File: src/rtl/rwt_pkg.sv
package rwt_pkg;

	// Default sizes of the window and of the byte ring.
	localparam int RWT_WINDOW_SLOTS = 16;
	localparam int RWT_RING_BYTES   = 512;

	// Field widths fixed by the item format.
	localparam int SEQ_W      = 8;
	localparam int LEN_W      = 8;
	localparam int OFFSET_W   = 9;
	localparam int AGE_W      = 8;
	localparam int SLOT_TAB_W = 7;

	localparam logic [AGE_W-1:0] AGE_RESET = 8'd8;

	// Register indexes on the configuration port.
	localparam logic REG_RETRANSMIT_AGE = 1'b0;

	// Event codes carried in the input tuser.
	localparam logic [1:0] MODE_SEND = 2'd0;
	localparam logic [1:0] MODE_ACK  = 2'd1;
	localparam logic [1:0] MODE_TICK = 2'd2;

	typedef enum logic [2:0] {
		ST_IDLE,
		ST_SEND,
		ST_ACK,
		ST_WALK_RD,
		ST_WALK,
		ST_TICK_RD,
		ST_TICK,
		ST_ZERO
	} rwt_state_t;

	typedef enum logic [1:0] {
		RES_ZERO,
		RES_SEND,
		RES_ACK,
		RES_TICK
	} res_kind_t;

	typedef enum logic [1:0] {
		CUR_TAIL,
		CUR_ACK,
		CUR_HEAD
	} cur_sel_t;

	typedef struct packed {
		logic      accept;
		cur_sel_t  cur_sel;
		logic      inc_cur;
		logic      send_commit;
		logic      ack_mark;
		logic      walk_step;
		logic      tick_hit;
		logic      tick_miss;
		logic      res_load;
		res_kind_t res_kind;
	} rwt_cmd_t;

	typedef struct packed {
		logic out_free;
		logic window_empty;
		logic send_ok;
		logic ack_in_range;
		logic ack_is_head;
		logic walk_end;
		logic slot_done;
		logic tick_due;
		logic tick_last;
	} rwt_status_t;

	typedef logic [255:0][SLOT_TAB_W-1:0] slot_tab_t;

	// Sequence number to slot index, built by counting so that no division is needed.
	function automatic slot_tab_t slot_table(input int slots);
		slot_tab_t t;
		logic [SLOT_TAB_W-1:0] r;
		r = '0;
		for (int i = 0; i < 256; i++) begin
			t[i] = r;
			if (r == SLOT_TAB_W'(slots - 1)) begin
				r = '0;
			end else begin
				r = r + SLOT_TAB_W'(1);
			end
		end
		return t;
	endfunction

endpackage

File: src/rtl/rwt_ctrl.sv
module rwt_ctrl
	import rwt_pkg::*;
(
	input  logic        clk,
	input  logic        arst_n,
	input  logic        s_tvalid,
	input  logic [1:0]  mode,
	input  rwt_status_t status,
	output logic        s_tready,
	output rwt_cmd_t    cmd
);

	rwt_state_t state_q, state_d;

	always_ff @(posedge clk or negedge arst_n) begin
		if (!arst_n) begin
			state_q <= ST_IDLE;
		end else begin
			state_q <= state_d;
		end
	end

	always_comb begin
		state_d = state_q;
		unique case (state_q)
			ST_IDLE: begin
				if (s_tvalid) begin
					unique case (mode)
						MODE_SEND: state_d = ST_SEND;
						MODE_ACK:  state_d = ST_ACK;
						MODE_TICK: state_d = status.window_empty ? ST_ZERO : ST_TICK_RD;
						default:   state_d = ST_ZERO;
					endcase
				end
			end
			ST_SEND: begin
				if (status.out_free) state_d = ST_IDLE;
			end
			ST_ACK: begin
				if (status.out_free) begin
					state_d = (status.ack_in_range && status.ack_is_head) ? ST_WALK_RD : ST_IDLE;
				end
			end
			ST_WALK_RD: state_d = ST_WALK;
			ST_WALK: begin
				state_d = (status.walk_end || !status.slot_done) ? ST_IDLE : ST_WALK_RD;
			end
			ST_TICK_RD: state_d = ST_TICK;
			ST_TICK: begin
				if (status.tick_due || status.tick_last) begin
					if (status.out_free) state_d = ST_IDLE;
				end else begin
					state_d = ST_TICK_RD;
				end
			end
			ST_ZERO: begin
				if (status.out_free) state_d = ST_IDLE;
			end
			default: state_d = ST_IDLE;
		endcase
	end

	always_comb begin
		s_tready = 1'b0;
		cmd      = '0;
		cmd.cur_sel  = CUR_TAIL;
		cmd.res_kind = RES_ZERO;
		unique case (state_q)
			ST_IDLE: begin
				s_tready   = 1'b1;
				cmd.accept = s_tvalid;
				unique case (mode)
					MODE_ACK:  cmd.cur_sel = CUR_ACK;
					MODE_TICK: cmd.cur_sel = CUR_HEAD;
					default:   cmd.cur_sel = CUR_TAIL;
				endcase
			end
			ST_SEND: begin
				if (status.out_free) begin
					cmd.res_load    = 1'b1;
					cmd.send_commit = status.send_ok;
					cmd.res_kind    = status.send_ok ? RES_SEND : RES_ZERO;
				end
			end
			ST_ACK: begin
				if (status.out_free) begin
					cmd.res_load = 1'b1;
					if (status.ack_in_range) begin
						cmd.res_kind = RES_ACK;
						cmd.ack_mark = 1'b1;
						cmd.inc_cur  = status.ack_is_head;
					end
				end
			end
			ST_WALK: begin
				cmd.walk_step = 1'b1;
				cmd.inc_cur   = !status.walk_end && status.slot_done;
			end
			ST_TICK: begin
				if (status.tick_due) begin
					if (status.out_free) begin
						cmd.res_load = 1'b1;
						cmd.res_kind = RES_TICK;
						cmd.tick_hit = 1'b1;
					end
				end else if (status.tick_last) begin
					if (status.out_free) begin
						cmd.res_load  = 1'b1;
						cmd.tick_miss = 1'b1;
					end
				end else begin
					cmd.inc_cur = 1'b1;
				end
			end
			ST_ZERO: begin
				cmd.res_load = status.out_free;
			end
			default: begin
				cmd.res_load = 1'b0;
			end
		endcase
	end

endmodule

File: src/rtl/rwt_datapath.sv
module rwt_datapath
	import rwt_pkg::*;
#(
	parameter int WINDOW_SLOTS = RWT_WINDOW_SLOTS,
	parameter int RING_BYTES   = RWT_RING_BYTES
) (
	input  logic                clk,
	input  logic                arst_n,
	input  rwt_cmd_t            cmd,
	input  logic [SEQ_W-1:0]    in_ack_seq,
	input  logic [LEN_W-1:0]    in_packet_length,
	input  logic [AGE_W-1:0]    cfg_age,
	input  logic                m_tready,
	output rwt_status_t         status,
	output logic                m_tvalid,
	output logic                res_ok,
	output logic [SEQ_W-1:0]    res_seq,
	output logic [OFFSET_W-1:0] res_offset,
	output logic [LEN_W-1:0]    res_length
);

	localparam int SW   = $clog2(WINDOW_SLOTS);
	localparam int RW   = $clog2(RING_BYTES);
	localparam int CW   = RW + 1;
	localparam int CNTW = $clog2(WINDOW_SLOTS + 1);
	localparam slot_tab_t SLOT_TAB = slot_table(WINDOW_SLOTS);

	logic [SEQ_W-1:0]  head_q, tail_q, clock_q;
	logic [RW-1:0]     rhead_q, rtail_q;
	logic [SEQ_W-1:0]  cur_q, cur_d;
	logic [SW-1:0]     slot_q, slot_d;
	logic [CNTW-1:0]   cnt_q;
	logic [LEN_W-1:0]  len_q;
	logic              out_valid_q;

	// Slot memory, one array per field with a shared registered read.
	logic              mem_done   [WINDOW_SLOTS];
	logic [SEQ_W-1:0]  mem_stamp  [WINDOW_SLOTS];
	logic [RW-1:0]     mem_offset [WINDOW_SLOTS];
	logic [LEN_W-1:0]  mem_length [WINDOW_SLOTS];
	logic              rd_done_q;
	logic [SEQ_W-1:0]  rd_stamp_q;
	logic [RW-1:0]     rd_offset_q;
	logic [LEN_W-1:0]  rd_length_q;

	logic [SEQ_W-1:0]      used;
	logic [SEQ_W-1:0]      ack_dist;
	logic [SEQ_W-1:0]      age_now;
	logic [SLOT_TAB_W-1:0] tab_entry;
	logic [CW-1:0]         cap;
	logic [CW-1:0]         sum;
	logic [RW-1:0]         place_off;
	logic [RW-1:0]         base_tail;
	logic [RW-1:0]         new_tail;

	assign used     = tail_q - head_q;
	assign ack_dist = cur_q - head_q;
	assign age_now  = clock_q - rd_stamp_q;

	// Placement of a new region: behind the tail, or wrapped to the ring start.
	always_comb begin
		if (used == '0) begin
			cap       = CW'(RING_BYTES);
			place_off = '0;
			base_tail = '0;
		end else begin
			place_off = rtail_q;
			base_tail = rtail_q;
			if (rhead_q >= rtail_q) begin
				cap = CW'(rhead_q) - CW'(rtail_q);
			end else begin
				cap = CW'(RING_BYTES) - CW'(rtail_q);
				if (cap < CW'(len_q)) begin
					place_off = '0;
					cap       = CW'(rhead_q);
					base_tail = '0;
				end
			end
		end
		sum      = CW'(base_tail) + CW'(len_q);
		new_tail = (sum >= CW'(RING_BYTES)) ? '0 : sum[RW-1:0];
	end

	always_comb begin
		status.out_free     = !out_valid_q || m_tready;
		status.window_empty = (head_q == tail_q);
		status.send_ok      = (used < SEQ_W'(WINDOW_SLOTS)) && (cap >= CW'(len_q));
		status.ack_in_range = (ack_dist < used);
		status.ack_is_head  = (cur_q == head_q);
		status.walk_end     = (cur_q == tail_q);
		status.slot_done    = rd_done_q;
		status.tick_due     = !rd_done_q && (age_now >= cfg_age);
		status.tick_last    = ((cur_q + SEQ_W'(1)) == tail_q) ||
			((cnt_q + CNTW'(1)) == CNTW'(WINDOW_SLOTS));
	end

	always_comb begin
		case (cmd.cur_sel)
			CUR_ACK:  cur_d = in_ack_seq;
			CUR_HEAD: cur_d = head_q;
			default:  cur_d = tail_q;
		endcase
		if (!cmd.accept) cur_d = cur_q + SEQ_W'(1);
		tab_entry = SLOT_TAB[cur_d];
		slot_d    = tab_entry[SW-1:0];
	end

	always_ff @(posedge clk) begin
		if (cmd.accept || cmd.inc_cur) begin
			cur_q  <= cur_d;
			slot_q <= slot_d;
		end
		if (cmd.accept) begin
			cnt_q <= '0;
			len_q <= in_packet_length;
		end else if (cmd.inc_cur) begin
			cnt_q <= cnt_q + CNTW'(1);
		end
	end

	always_ff @(posedge clk or negedge arst_n) begin
		if (!arst_n) begin
			head_q  <= '0;
			tail_q  <= '0;
			rhead_q <= '0;
			rtail_q <= '0;
			clock_q <= '0;
		end else begin
			if (cmd.send_commit) begin
				if (used == '0) rhead_q <= '0;
				rtail_q <= new_tail;
				tail_q  <= tail_q + SEQ_W'(1);
			end
			if (cmd.walk_step) begin
				head_q <= cur_q;
				if (cur_q == tail_q) begin
					rhead_q <= '0;
					rtail_q <= '0;
				end else begin
					rhead_q <= rd_offset_q;
				end
			end
			if (cmd.tick_miss) clock_q <= clock_q + SEQ_W'(1);
		end
	end

	always_ff @(posedge clk) begin
		if (cmd.send_commit) begin
			mem_done[slot_q]   <= 1'b0;
			mem_stamp[slot_q]  <= clock_q;
			mem_offset[slot_q] <= place_off;
			mem_length[slot_q] <= len_q;
		end
		if (cmd.ack_mark) mem_done[slot_q] <= 1'b1;
		if (cmd.tick_hit) mem_stamp[slot_q] <= clock_q;
		rd_done_q   <= mem_done[slot_q];
		rd_stamp_q  <= mem_stamp[slot_q];
		rd_offset_q <= mem_offset[slot_q];
		rd_length_q <= mem_length[slot_q];
	end

	always_ff @(posedge clk or negedge arst_n) begin
		if (!arst_n) begin
			out_valid_q <= 1'b0;
		end else if (cmd.res_load) begin
			out_valid_q <= 1'b1;
		end else if (m_tready) begin
			out_valid_q <= 1'b0;
		end
	end

	always_ff @(posedge clk) begin
		if (cmd.res_load) begin
			case (cmd.res_kind)
				RES_SEND: begin
					res_ok     <= 1'b1;
					res_seq    <= tail_q;
					res_offset <= OFFSET_W'(place_off);
					res_length <= len_q;
				end
				RES_ACK: begin
					res_ok     <= 1'b1;
					res_seq    <= '0;
					res_offset <= '0;
					res_length <= '0;
				end
				RES_TICK: begin
					res_ok     <= 1'b1;
					res_seq    <= cur_q;
					res_offset <= OFFSET_W'(rd_offset_q);
					res_length <= rd_length_q;
				end
				default: begin
					res_ok     <= 1'b0;
					res_seq    <= '0;
					res_offset <= '0;
					res_length <= '0;
				end
			endcase
		end
	end

	assign m_tvalid = out_valid_q;

endmodule

File: src/rtl/retransmit_window_tracker_core.sv
// Send, unused event code and tick on an empty window: the result is registered once the
// output is free. Ack: likewise, and an ack of the head then moves it past each acked slot.
// Tick: up to WINDOW_SLOTS slots are scanned, each with a read of the single-port slot memory
// and then a test of that slot. One event is handled at a time.
// Reset clears the pointers, the retransmit clock and the output valid, and sets the age to 8;
// the slot memory is not cleared, as no slot is read before a send has written it.
module retransmit_window_tracker_core
	import rwt_pkg::*;
#(
	parameter int WINDOW_SLOTS = RWT_WINDOW_SLOTS,
	parameter int RING_BYTES   = RWT_RING_BYTES
) (
	input  logic        clk,
	input  logic        arst_n,
	input  logic        s_tvalid,
	output logic        s_tready,
	input  logic [15:0] s_tdata,   // ack_seq [7:0], packet_length [15:8]
	input  logic [1:0]  s_tuser,   // mode [1:0]
	output logic        m_tvalid,
	input  logic        m_tready,
	output logic [31:0] m_tdata,   // out_seq [7:0], buffer_offset [16:8], out_length [24:17]
	output logic [0:0]  m_tuser,   // ok [0]
	input  logic        psel,
	input  logic        penable,
	input  logic        pwrite,
	input  logic [2:0]  paddr,
	input  logic [31:0] pwdata,
	output logic [31:0] prdata,
	output logic        pready
);

	rwt_cmd_t            cmd;
	rwt_status_t         status;
	logic [AGE_W-1:0]    age_q;
	logic                res_ok;
	logic [SEQ_W-1:0]    res_seq;
	logic [OFFSET_W-1:0] res_offset;
	logic [LEN_W-1:0]    res_length;

	assign pready = 1'b1;

	always_ff @(posedge clk or negedge arst_n) begin
		if (!arst_n) begin
			age_q <= AGE_RESET;
		end else if (psel && penable && pwrite && pready && (paddr[2] == REG_RETRANSMIT_AGE)) begin
			age_q <= pwdata[AGE_W-1:0];
		end
	end

	assign prdata = (paddr[2] == REG_RETRANSMIT_AGE) ? {24'd0, age_q} : 32'd0;

	rwt_ctrl u_ctrl (
		.clk      (clk),
		.arst_n   (arst_n),
		.s_tvalid (s_tvalid),
		.mode     (s_tuser),
		.status   (status),
		.s_tready (s_tready),
		.cmd      (cmd)
	);

	rwt_datapath #(
		.WINDOW_SLOTS (WINDOW_SLOTS),
		.RING_BYTES   (RING_BYTES)
	) u_datapath (
		.clk              (clk),
		.arst_n           (arst_n),
		.cmd              (cmd),
		.in_ack_seq       (s_tdata[7:0]),
		.in_packet_length (s_tdata[15:8]),
		.cfg_age          (age_q),
		.m_tready         (m_tready),
		.status           (status),
		.m_tvalid         (m_tvalid),
		.res_ok           (res_ok),
		.res_seq          (res_seq),
		.res_offset       (res_offset),
		.res_length       (res_length)
	);

	assign m_tdata = {7'd0, res_length, res_offset, res_seq};
	assign m_tuser = res_ok;

endmodule

File: config.mk
export PLATFORM = sky130hd
export DESIGN_NAME = retransmit_window_tracker_core
export DESIGN_NICKNAME = d
export VERILOG_FILES = /design/src/rtl/rwt_pkg.sv /design/src/rtl/rwt_ctrl.sv /design/src/rtl/rwt_datapath.sv /design/src/rtl/retransmit_window_tracker_core.sv
export SDC_FILE = /design/constraint.sdc
export NUM_CORES = 1
export LEC_CHECK = 0
export BUFFER_PORTS_ARGS = -buffer_cell sky130_fd_sc_hd__buf_2
export CAP_MARGIN = 0
export CORE_ASPECT_RATIO = 1.2
export CORE_MARGIN = 4
export CORE_UTILIZATION = 30
export CTS_CLUSTER_DIAMETER = 120
export DETAILED_ROUTE_END_ITERATION = 6
export PLACE_DENSITY = 0.51
export RECOVER_POWER = 50
export SLEW_MARGIN = 0
export SYNTH_ARGS = -nofsm -noshare
export SYNTH_HDL_FRONTEND = slang
export SYNTH_HIERARCHICAL = 1
export SYNTH_SLANG_ARGS = --single-unit
File: constraint.sdc
create_clock -name clk -period 13.1 [get_ports clk]
set_input_delay 1.965 -clock clk [delete_from_list [all_inputs] [get_ports clk]]
set_output_delay 1.965 -clock clk [all_outputs]
set_load 0.05 [all_outputs]
* Yosys cells after proc, flatten, opt, wreduce, memory -nomap -nowiden
Memory sizes are Yosys's and may differ from the RTL's. A register that Yosys moved wholly into a read port is not among the register bits.
Index checks and enable logic that the tools add are counted.
** Operators by class
- Reductions and logical operators :: 25
- Multiplexer cells :: 69
- Bitwise logic cells :: 3
- Add/sub/neg operators :: 10
- Magnitude comparators :: 7
- Equal/unequal tests :: 21
** Operators with widths (number)
- $mux W9 :: 11
- $pmux W8 S2 :: 3
- $eq A8 B8 Y1 :: 4
- $mux W10 :: 3
- $mux W1 :: 26
- $add A8 B1 Y8 const B :: 3
- $mux W3 :: 8
- $mux W8 :: 3
- $sub A8 B8 Y8 :: 3
- $pmux W3 S7 :: 1
- $pmux W9 S2 :: 1
- $mux W2 :: 8
- $eq A3 B3 Y1 const B :: 4
- $add A9 B8 Y10 :: 1
- $ge A10 B10 Y1 const B :: 1
- $ge A10 B8 Y1 :: 1
- $lt A10 B8 Y1 :: 1
- $sub A10 B9 Y10 const A :: 1
- $sub A9 B9 Y10 :: 1
- $ge A9 B9 Y1 :: 1
- $pmux W3 S3 :: 1
- $eq A2 B2 Y1 const B :: 4
- $ge A8 B8 Y1 :: 1
- $logic_not A8 Y1 :: 1
- 24 further kinds :: 43
** Storage, ports and cells
- Output and inout bits :: 68
- Memories kept :: 5
- RAM bits :: 416
- Bits in registers :: 101
- ROM bits :: 1792
- Logic and storage cells :: 155
** Memory list
- (no name shown) :: words 256, bits a word 7, read ports 1, clocked after memory_dff 1, wr ports 0, RTL line rwt_datapath.sv:104 : tab_entry = SLOT_TAB[cur_d];
- u_datapath.mem_offset :: words 16, bits a word 9, read ports 1, clocked after memory_dff 1, wr ports 1, RTL line rwt_datapath.sv:39 : logic [RW-1:0] mem_offset [WINDOW_SLOTS];
- u_datapath.mem_length :: words 16, bits a word 8, read ports 1, clocked after memory_dff 1, wr ports 1, RTL line rwt_datapath.sv:40 : logic [LEN_W-1:0] mem_length [WINDOW_SLOTS];
- u_datapath.mem_stamp :: words 16, bits a word 8, read ports 1, clocked after memory_dff 1, wr ports 1, RTL line rwt_datapath.sv:38 : logic [SEQ_W-1:0] mem_stamp [WINDOW_SLOTS];
- u_datapath.mem_done :: words 16, bits a word 1, read ports 1, clocked after memory_dff 1, wr ports 1, RTL line rwt_datapath.sv:37 : logic mem_done [WINDOW_SLOTS];

* Depth between registers and ports, before layout
Gate-level depths: netlist of the first run.
- Word-level depth :: 13
- Gate-level depth with buffers :: 26

* Modules after synthesis
The synthesis of the first run kept the hierarchy.
** By module, submodules not included
- rwt_datapath :: seq. area each 15449.8 µm², cells each 1408, times used 1, area an instance 23435.0 µm²
- retransmit_window_tracker_core :: seq. area each 201.4 µm², cells each 59, times used 1, area an instance 633.1 µm²
- rwt_ctrl :: seq. area each 75.1 µm², cells each 57, times used 1, area an instance 447.9 µm²

* Worst setup path before layout of the first run
OpenSTA, ideal clock, no wires.
- Path type :: register to register
- Start point :: register u_datapath.rtail_q[1]
- End point :: memory u_datapath.mem_length[0][0], enable pin
- Stages on the path, launching flop included :: 26
- Arrival :: 4902 ps
- Clock period less this slack :: 5293 ps
- Path slack :: 7807 ps
- Buffers on the path :: 2
- Required time :: 12710 ps
- Path through :: dfrtp_1 > inv_1 > ha_1 > nand3_1 > xnor2_1 > ha_1 > a211o_1 > o211ai_1 > o211ai_1 > a211oi_1 > buf_4 > mux2i_1 > a211o_1 > ha_1 > nand2b_1 > a21o_1 > a21o_1 > a211oi_1 > o31ai_1 > nand2_1 > a31oi_1 > nand3_1 > nor2_1 > clkbuf_1 > nand2_1 > nor2_1
** RTL lines
- from (decl) :: RTL line rwt_datapath.sv:29 : logic [RW-1:0] rhead_q, rtail_q;
- from (signal assigned) :: RTL line rwt_datapath.sv:131 : rtail_q <= new_tail;
- to (decl) :: RTL line rwt_datapath.sv:40

==> metrics, run 1 <==
RSZ-0062 raised after global routing=false; Crit. End Element=flop; Cells after Synth=1524; top cells by area, synth=edfxtp_1, mux4_2, dfrtp_1; total clock sinks=~540; row count=between 100 and 150; Area growth syn-to-layout=13.7%; post-synthesis mux area share=roughly 14%; violated checks=max-capacitance violations, max-slew violations; Port Buffers=about 70; diodes inserted=0; Skew-Pair Late Insertion Delay=about 0.65 ns; Netlist cell types=between 80 and 90; Slew @ Worst Pin=about 3.4 ns; worst-path fanout max=39; first-pass GRT wire length=just under 90000 um; most frequent cell after synthesis=edfxtp_1; Post-Syn Area=0.0245 mm2; Die X=269 um; critical path class=flop to flop; post-synthesis adder-cell area fraction=4.48%; worst hold margin=approximately 0.46 ns; Pwr Total=0.00654 W; Final WS setup=between 4 and 5 ns; fmax=around 120 MHz; Yosys top cell area share=around 56%; Peak VDD IR=between 100 and 150 uV; Avg WL per Cell=between 20 and 25 um; post-cts repair resize count=0; FFs w/ async S/R, synth=9.94%; chip height=between 300 and 400 um; CP arrival=a little under 9 ns; setup_tns=0 ns; Placer Congestion=approximately 0.8; largest family of logic cells by synthesized area=multiplexers; ys flop type=edfxtp_1; Buffers & Inverters on Critical Path=2; hold buffers post-CTS=0; setup slack, reg-to-reg=around 4.7 ns; Worst Hold Class=flop to flop; DRT iter0 DRCs=about 920; number of H-tree levels=2; slowest library cell on the worst path=clkbuf_1; I/O Pins=between 100 and 150; hold path start=u_datapath/rd_offset_q[8]; DR DRC count=0; post-place setup slack=6.64 ns; WHS Path Cells=1; worst reg2reg path depth=11; Post-Synth Simple-Gate Area=around 6%; Vias/cell=roughly 5.0; Slew headroom=-128%; CP Launch Type=flop; setup bufs post-CTS=0; Post-Synth XOR/XNOR Area=under 10%; cell taking the most area after synthesis=edfxtp_1; initial antenna violation count=1; vias in the first global route=13936; largest net degree at the start of global routing=65; post-synthesis compound-gate area fraction=just under 6%; CP top delay family=buffers and inverters; CP required=between 10 and 15 ns; share of layout cells above drive strength 1=a little over 20%; Starting Density=between 30 and 40%; Min-Delay Endpoint=u_datapath/rhead_q[8]; Synth top cells by count=edfxtp_1, mux4_2, nor2_1, ha_1, inv_1; Layout Skew=between 0.06 and 0.07 ns; EDFF count, synth=between 400 and 500; final setup vio count=0; Final ANT Viol Nets=0; Final period util=between 60 and 70%; sequential-to-total area share from yosys stat=roughly 64%; CTS tree=done; flops & latches, synth=543; PD cells=235 mW/mm2; Worst R2R Start=u_datapath/slot_q[0]; Tmin final=approximately 8.4 ns; Detail Placement HPWL=roughly 36000 um; Clock Tree Buf Depth=3; FF-to-FF End=u_datapath/slot_q[2]; gr usage total=13.5%; Ys Warns=6; max-slew violations=around 210; Final nets=~1700; Num CTS Buffers=59; CP max stage delay=between 2 and 2.5 ns; static leakage=9.40 nW; cells along the critical path=clkbuf_1 > clkbuf_1 > nand3_1 > xnor2_1 > xnor2_1 > nand4_1 > o21ai_0 > nor3b_1 > a22oi_1 > o21ai_0 > or2_2; Vias=between 10000 and 15000; Pre-Repair DR Iteration Count=5; outcome=finished with violations; CTS clk-pin slew, worst paths=around 0.060 ns; Total Die Area=between 0.08 and 0.09 mm2; # Max-Cap Violations=5; Mapped Avg Cell Area=about 16 um2; Post-Route WL=approximately 60000 um; core area=approximately 0.08 mm2; CTS root buffer=clkbuf_16; Hold Vio Cnt, Final=0; grt ovf=0; # fillers=between 7000 and 8000
[sequential cells by signal (all words and copies together), names as in the netlist, 9 cells and up]
register and count:
u_datapath/mem_length 128, u_datapath/mem_done 16, u_datapath/rhead_q 9, u_datapath/mem_stamp 128, u_datapath/res_offset 9, u_datapath/rd_offset_q 9, u_datapath/rtail_q 9, u_datapath/mem_offset 144
[cell families (layout without fill, tap and decap cells)]
group,count (synthesis),after routing
compound gates,201,201
xor+xnor,68,68
fa+ha+maj,85,85
buf+inv,167,259
flops,543,543
mux,173,173
other cells,2,32
simple gates,285,285
[cells in the final DEF (no fill, tap or decap), types with 26 or more instances in the layout]
cell type	n
nand2_1	49
conb_1	32
clkbuf_1	45
xnor2_1	42
nor2_1	90
dfxtp_1	31
xor2_1	26
edfxtp_1	458
o21ai_0	27
inv_1	61
buf_2	40
clkbuf_16	59
a21oi_1	37
mux2i_1	28
dfrtp_1	53
ha_1	79
mux4_2	130
[report_power, final]
group	leakage (nW)	total (W)	switching (W)	internal (W)
registers	5.04	0.00231	0.000167	0.00214
clock network	0.965	0.00170	0.000694	0.00101
logic	3.39	0.00253	0.00145	0.00108
[through the flow]
stage	instance area, um2	cells	util [%]
2_1_floorplan	24600	1554	-
3_3_place_gp	26000	2581	32.1
3_5_place_dp	26000	2581	32.1
4_1_cts	28000	2690	34.6
5_1_grt	27900	2690	34.5
6_report	27900	2690	34.5
[layout make-up]
type	count	area (um2)	area share (%)
Timing Repair Buffer	84	395	1.42
Multi-Input combinational cell	844	8190	29.4
Sequential cell	543	15700	56.4
Clock buffer	68	1510	5.42
Clock inverter	41	489	1.76
Inverter	66	248	0.889
Tap cell	1044	1310	4.69
[worst max-delay path by stage]
| stage | startpoint | to | slack [ns] | depth (start not counted) |
|---|---|---|---|---|
| after CTS | u_datapath/tail_q[0] | u_datapath/mem_length[5][6] | 6.55 | 22 |
| final | u_datapath/slot_q[0] | u_datapath/slot_q[2] | 4.70 | 11 |
| after floorplan | u_datapath/rtail_q[1] | u_datapath/mem_length[0][0] | 7.81 | 25 |
| after global placement | u_datapath/tail_q[0] | u_datapath/mem_offset[1][0] | 6.69 | 22 |
| after global routing | u_datapath/slot_q[0] | u_datapath/slot_q[2] | 3.27 | 11 |
| after detailed placement | u_datapath/tail_q[0] | u_datapath/mem_offset[5][0] | 6.64 | 22 |
[routing by layer]
layer,track usage (%),share of wire [%],vias up
met4,2.90,1.9,0
met2,23.2,50,326
li1,-,-,5982
met3,2.23,4.6,74
met5,0,0,-
met1,17.9,43,6964
Power figures use the tool's default switching activity.
==> inputs of run 2 (changes only) <==
Clock period 13.1 ns to 8.1 ns, I/O delays scaled along.
==> run 2 against run 1 <==
  * The flow still finishes with violations (max-capacitance violations, max-slew violations)
  * Worst hold slack better by 0.070 ns
  * Non-clock buffer count increased by 21
  * Flip-flop and latch count stayed put
  * Utilization increased by 0.17 points
  * Cell count grew 0.74%
  * Sequential power rose by 60%
  * Sequential share of layout area fell by 0.28 points
  * Routed wire length up 1.7%
  * Combinational power rose by 63%
  * Clock skew is 0.0097 ns lower
  * Critical endpoint is now u_datapath/mem_stamp[7][7]
==> metrics, run 2 (synthesis gave the netlist of run 1 again) <==
commonest non-fill, non-tap cells in the layout=edfxtp_1, mux4_2, nor2_1 (unchanged); diodes inserted=0 (unchanged); Avg WL per Cell=21.9 um (was 21.7 um); fmax=146 MHz (was 119 MHz); final setup vio count=0 (unchanged); CTS tree=done (unchanged); max reg flops=144 (unchanged); Die X=269 um (unchanged); Skew-Pair Late Insertion Delay=0.63 ns (was 0.65 ns); CP arrival=7.08 ns (was 8.77 ns); Tmin final=6.87 ns (was 8.40 ns); Clock Tree Buf Depth=3 (unchanged); biggest regs=u_datapath/mem_offset (144), u_datapath/mem_length (128), u_datapath/mem_stamp (128) (unchanged); row count=114 (unchanged); share of layout cells above drive strength 1=20.6% (was 20.1%); chip height=321 um (unchanged); Worst R2R Start=u_datapath/len_q[3] (was u_datapath/slot_q[0]); DR DRC count=0 (unchanged); cells along the critical path=clkbuf_1 > inv_1 > ha_1 > a211o_1 > o211ai_1 > o211ai_1 > a211oi_2 > clkbuf_1 > mux2i_1 > a211o_1 > ha_1 > nand2b_1 > a21o_1 > a21o_1 > a211oi_1 > o31ai_1 > nand2_1 > a31oi_1 > nand3_1 > nor2_2 > o21ai_0 > nor2_1 (was clkbuf_1 > clkbuf_1 > nand3_1 > xnor2_1 > xnor2_1 > nand4_1 > o21ai_0 > nor3b_1 > a22oi_1 > o21ai_0 > or2_2); post-cts repair resize count=0 (unchanged); first-pass GRT wire length=89600 um (was 87800 um); worst-path fanout max=19 (was 39); Min-Delay Endpoint=age_q[5] (was u_datapath/rhead_q[8]); setup_tns=0 ns (unchanged); Slew @ Worst Pin=3.46 ns (was 3.42 ns); Buffers & Inverters on Critical Path=3 (was 2); # Max-Cap Violations=5 (unchanged); Num CTS Buffers=58 (was 59); Vias/cell=4.97 (was 4.96); Placer Congestion=0.795 (was 0.818); Pre-Repair DR Iteration Count=5 (unchanged); static leakage=9.52 nW (was 9.40 nW); Final period util=84.8% (was 64.2%); max-slew violations=215 (was 212); initial antenna violation count=1 (unchanged); Starting Density=30.3% (unchanged); Post-Route WL=59400 um (was 58400 um); Peak VDD IR=186 uV (was 135 uV); CP required=8.31 ns (was 13.47 ns); Hold Vio Cnt, Final=0 (unchanged); slowest library cell on the worst path=clkbuf_1 (unchanged); grt ovf=0 (unchanged); number of H-tree levels=2 (unchanged); commonest non-fill, non-tap cell in the layout=edfxtp_1 (unchanged); Worst Hold Class=flop to flop (unchanged); CP top delay family=compound AO/OA/AOI/OAI gates (was buffers and inverters); hold buffers post-CTS=0 (unchanged); vias in the first global route=14143 (was 13936); core area=0.0809 mm2 (unchanged); I/O Pins=128 (unchanged); outcome=finished with violations (unchanged); Total Die Area=0.0864 mm2 (unchanged); PD cells=381 mW/mm2 (was 235 mW/mm2); Vias=13463 (was 13346); CTS clk-pin slew, worst paths=0.06 ns (about the same); largest net degree at the start of global routing=62 (was 65); worst reg2reg path depth=22 (was 11); Area growth syn-to-layout=14.2% (was 13.7%); setup slack, reg-to-reg=1.23 ns (was 4.70 ns); Port Buffers=69 (unchanged); setup bufs post-CTS=0 (unchanged); RSZ-0062 raised after global routing=false (unchanged); gr usage total=13.8% (was 13.5%); Final nets=1762 (was 1742); violated checks=max-capacitance violations, max-slew violations (unchanged); DRT iter0 DRCs=809 (was 923); Crit. End Element=flop (unchanged); CP max stage delay=0.76 ns (was 2.44 ns); CP Launch Type=flop (unchanged); CTS root buffer=clkbuf_16 (unchanged); Final ANT Viol Nets=0 (unchanged); Detail Placement HPWL=36800 um (was 36400 um); Biggest register=u_datapath/mem_offset (unchanged); hold path start=age_q[5] (was u_datapath/rd_offset_q[8]); Layout Skew=0.0542 ns (was 0.0639 ns); Slew headroom=-131% (was -128%); critical path class=flop to flop (unchanged); FF-to-FF End=u_datapath/mem_stamp[7][7] (was u_datapath/slot_q[2]); WHS Path Cells=1 (unchanged); Pwr Total=0.0107 W (was 0.00654 W); total clock sinks=543 (unchanged)
[run 2: layer usage]
layer	part of all wire, %	global-route usage (%)	up-vias
li1	-	-	6033
met1	45	19.0	7031
met2	48	22.6	318
met3	4.2	2.23	81
met4	2.7	3.92	0
met5	0	0	-
[run 2: through the flow]
stage          instance area [um2]  instances  utilization [%]  setup WS (ns)  hold WS [ns]
6_report                     28000       2710             34.6           1.23         0.535
5_1_grt                      28000       2710             34.6          0.657         0.562
4_1_cts                      28200       2710             34.8           1.65         0.536
3_5_place_dp                 26100       2602             32.2           1.70         0.517
3_3_place_gp                 26100       2602             32.2           1.81         0.507
2_1_floorplan                24600       1554                -           2.81         0.450
[run 2: worst max path at each step]
stage / to / from / slack [ns] / depth (start not counted)
after global routing: u_datapath/mem_stamp[11][1] / u_datapath/len_q[3] / 0.66 / 22
after detailed placement: u_datapath/mem_stamp[11][1] / u_datapath/tail_q[0] / 1.70 / 21
after CTS: u_datapath/mem_stamp[7][7] / u_datapath/tail_q[0] / 1.65 / 21
final: u_datapath/mem_stamp[7][7] / u_datapath/len_q[3] / 1.23 / 22
after global placement: u_datapath/mem_stamp[7][1] / u_datapath/tail_q[0] / 1.81 / 21
after floorplan: u_datapath/mem_length[0][0] / u_datapath/rtail_q[1] / 2.81 / 25
[run 2: power by group]
part / internal, W / switching (W)
registers: 0.00346 / 0.000234
clock network: 0.00174 / 0.00111
logic: 0.00175 / 0.00237
[run 2: layout make-up]
type                    instances  area [um2]
fillers                      7701       52900
flip-flops and latches        543       15700
multi-input cells             844        8120
clock buffers                  81        1640
well taps                    1044        1310
repair buffers                105         526
clock inverters                27         444
inverters                      66         248
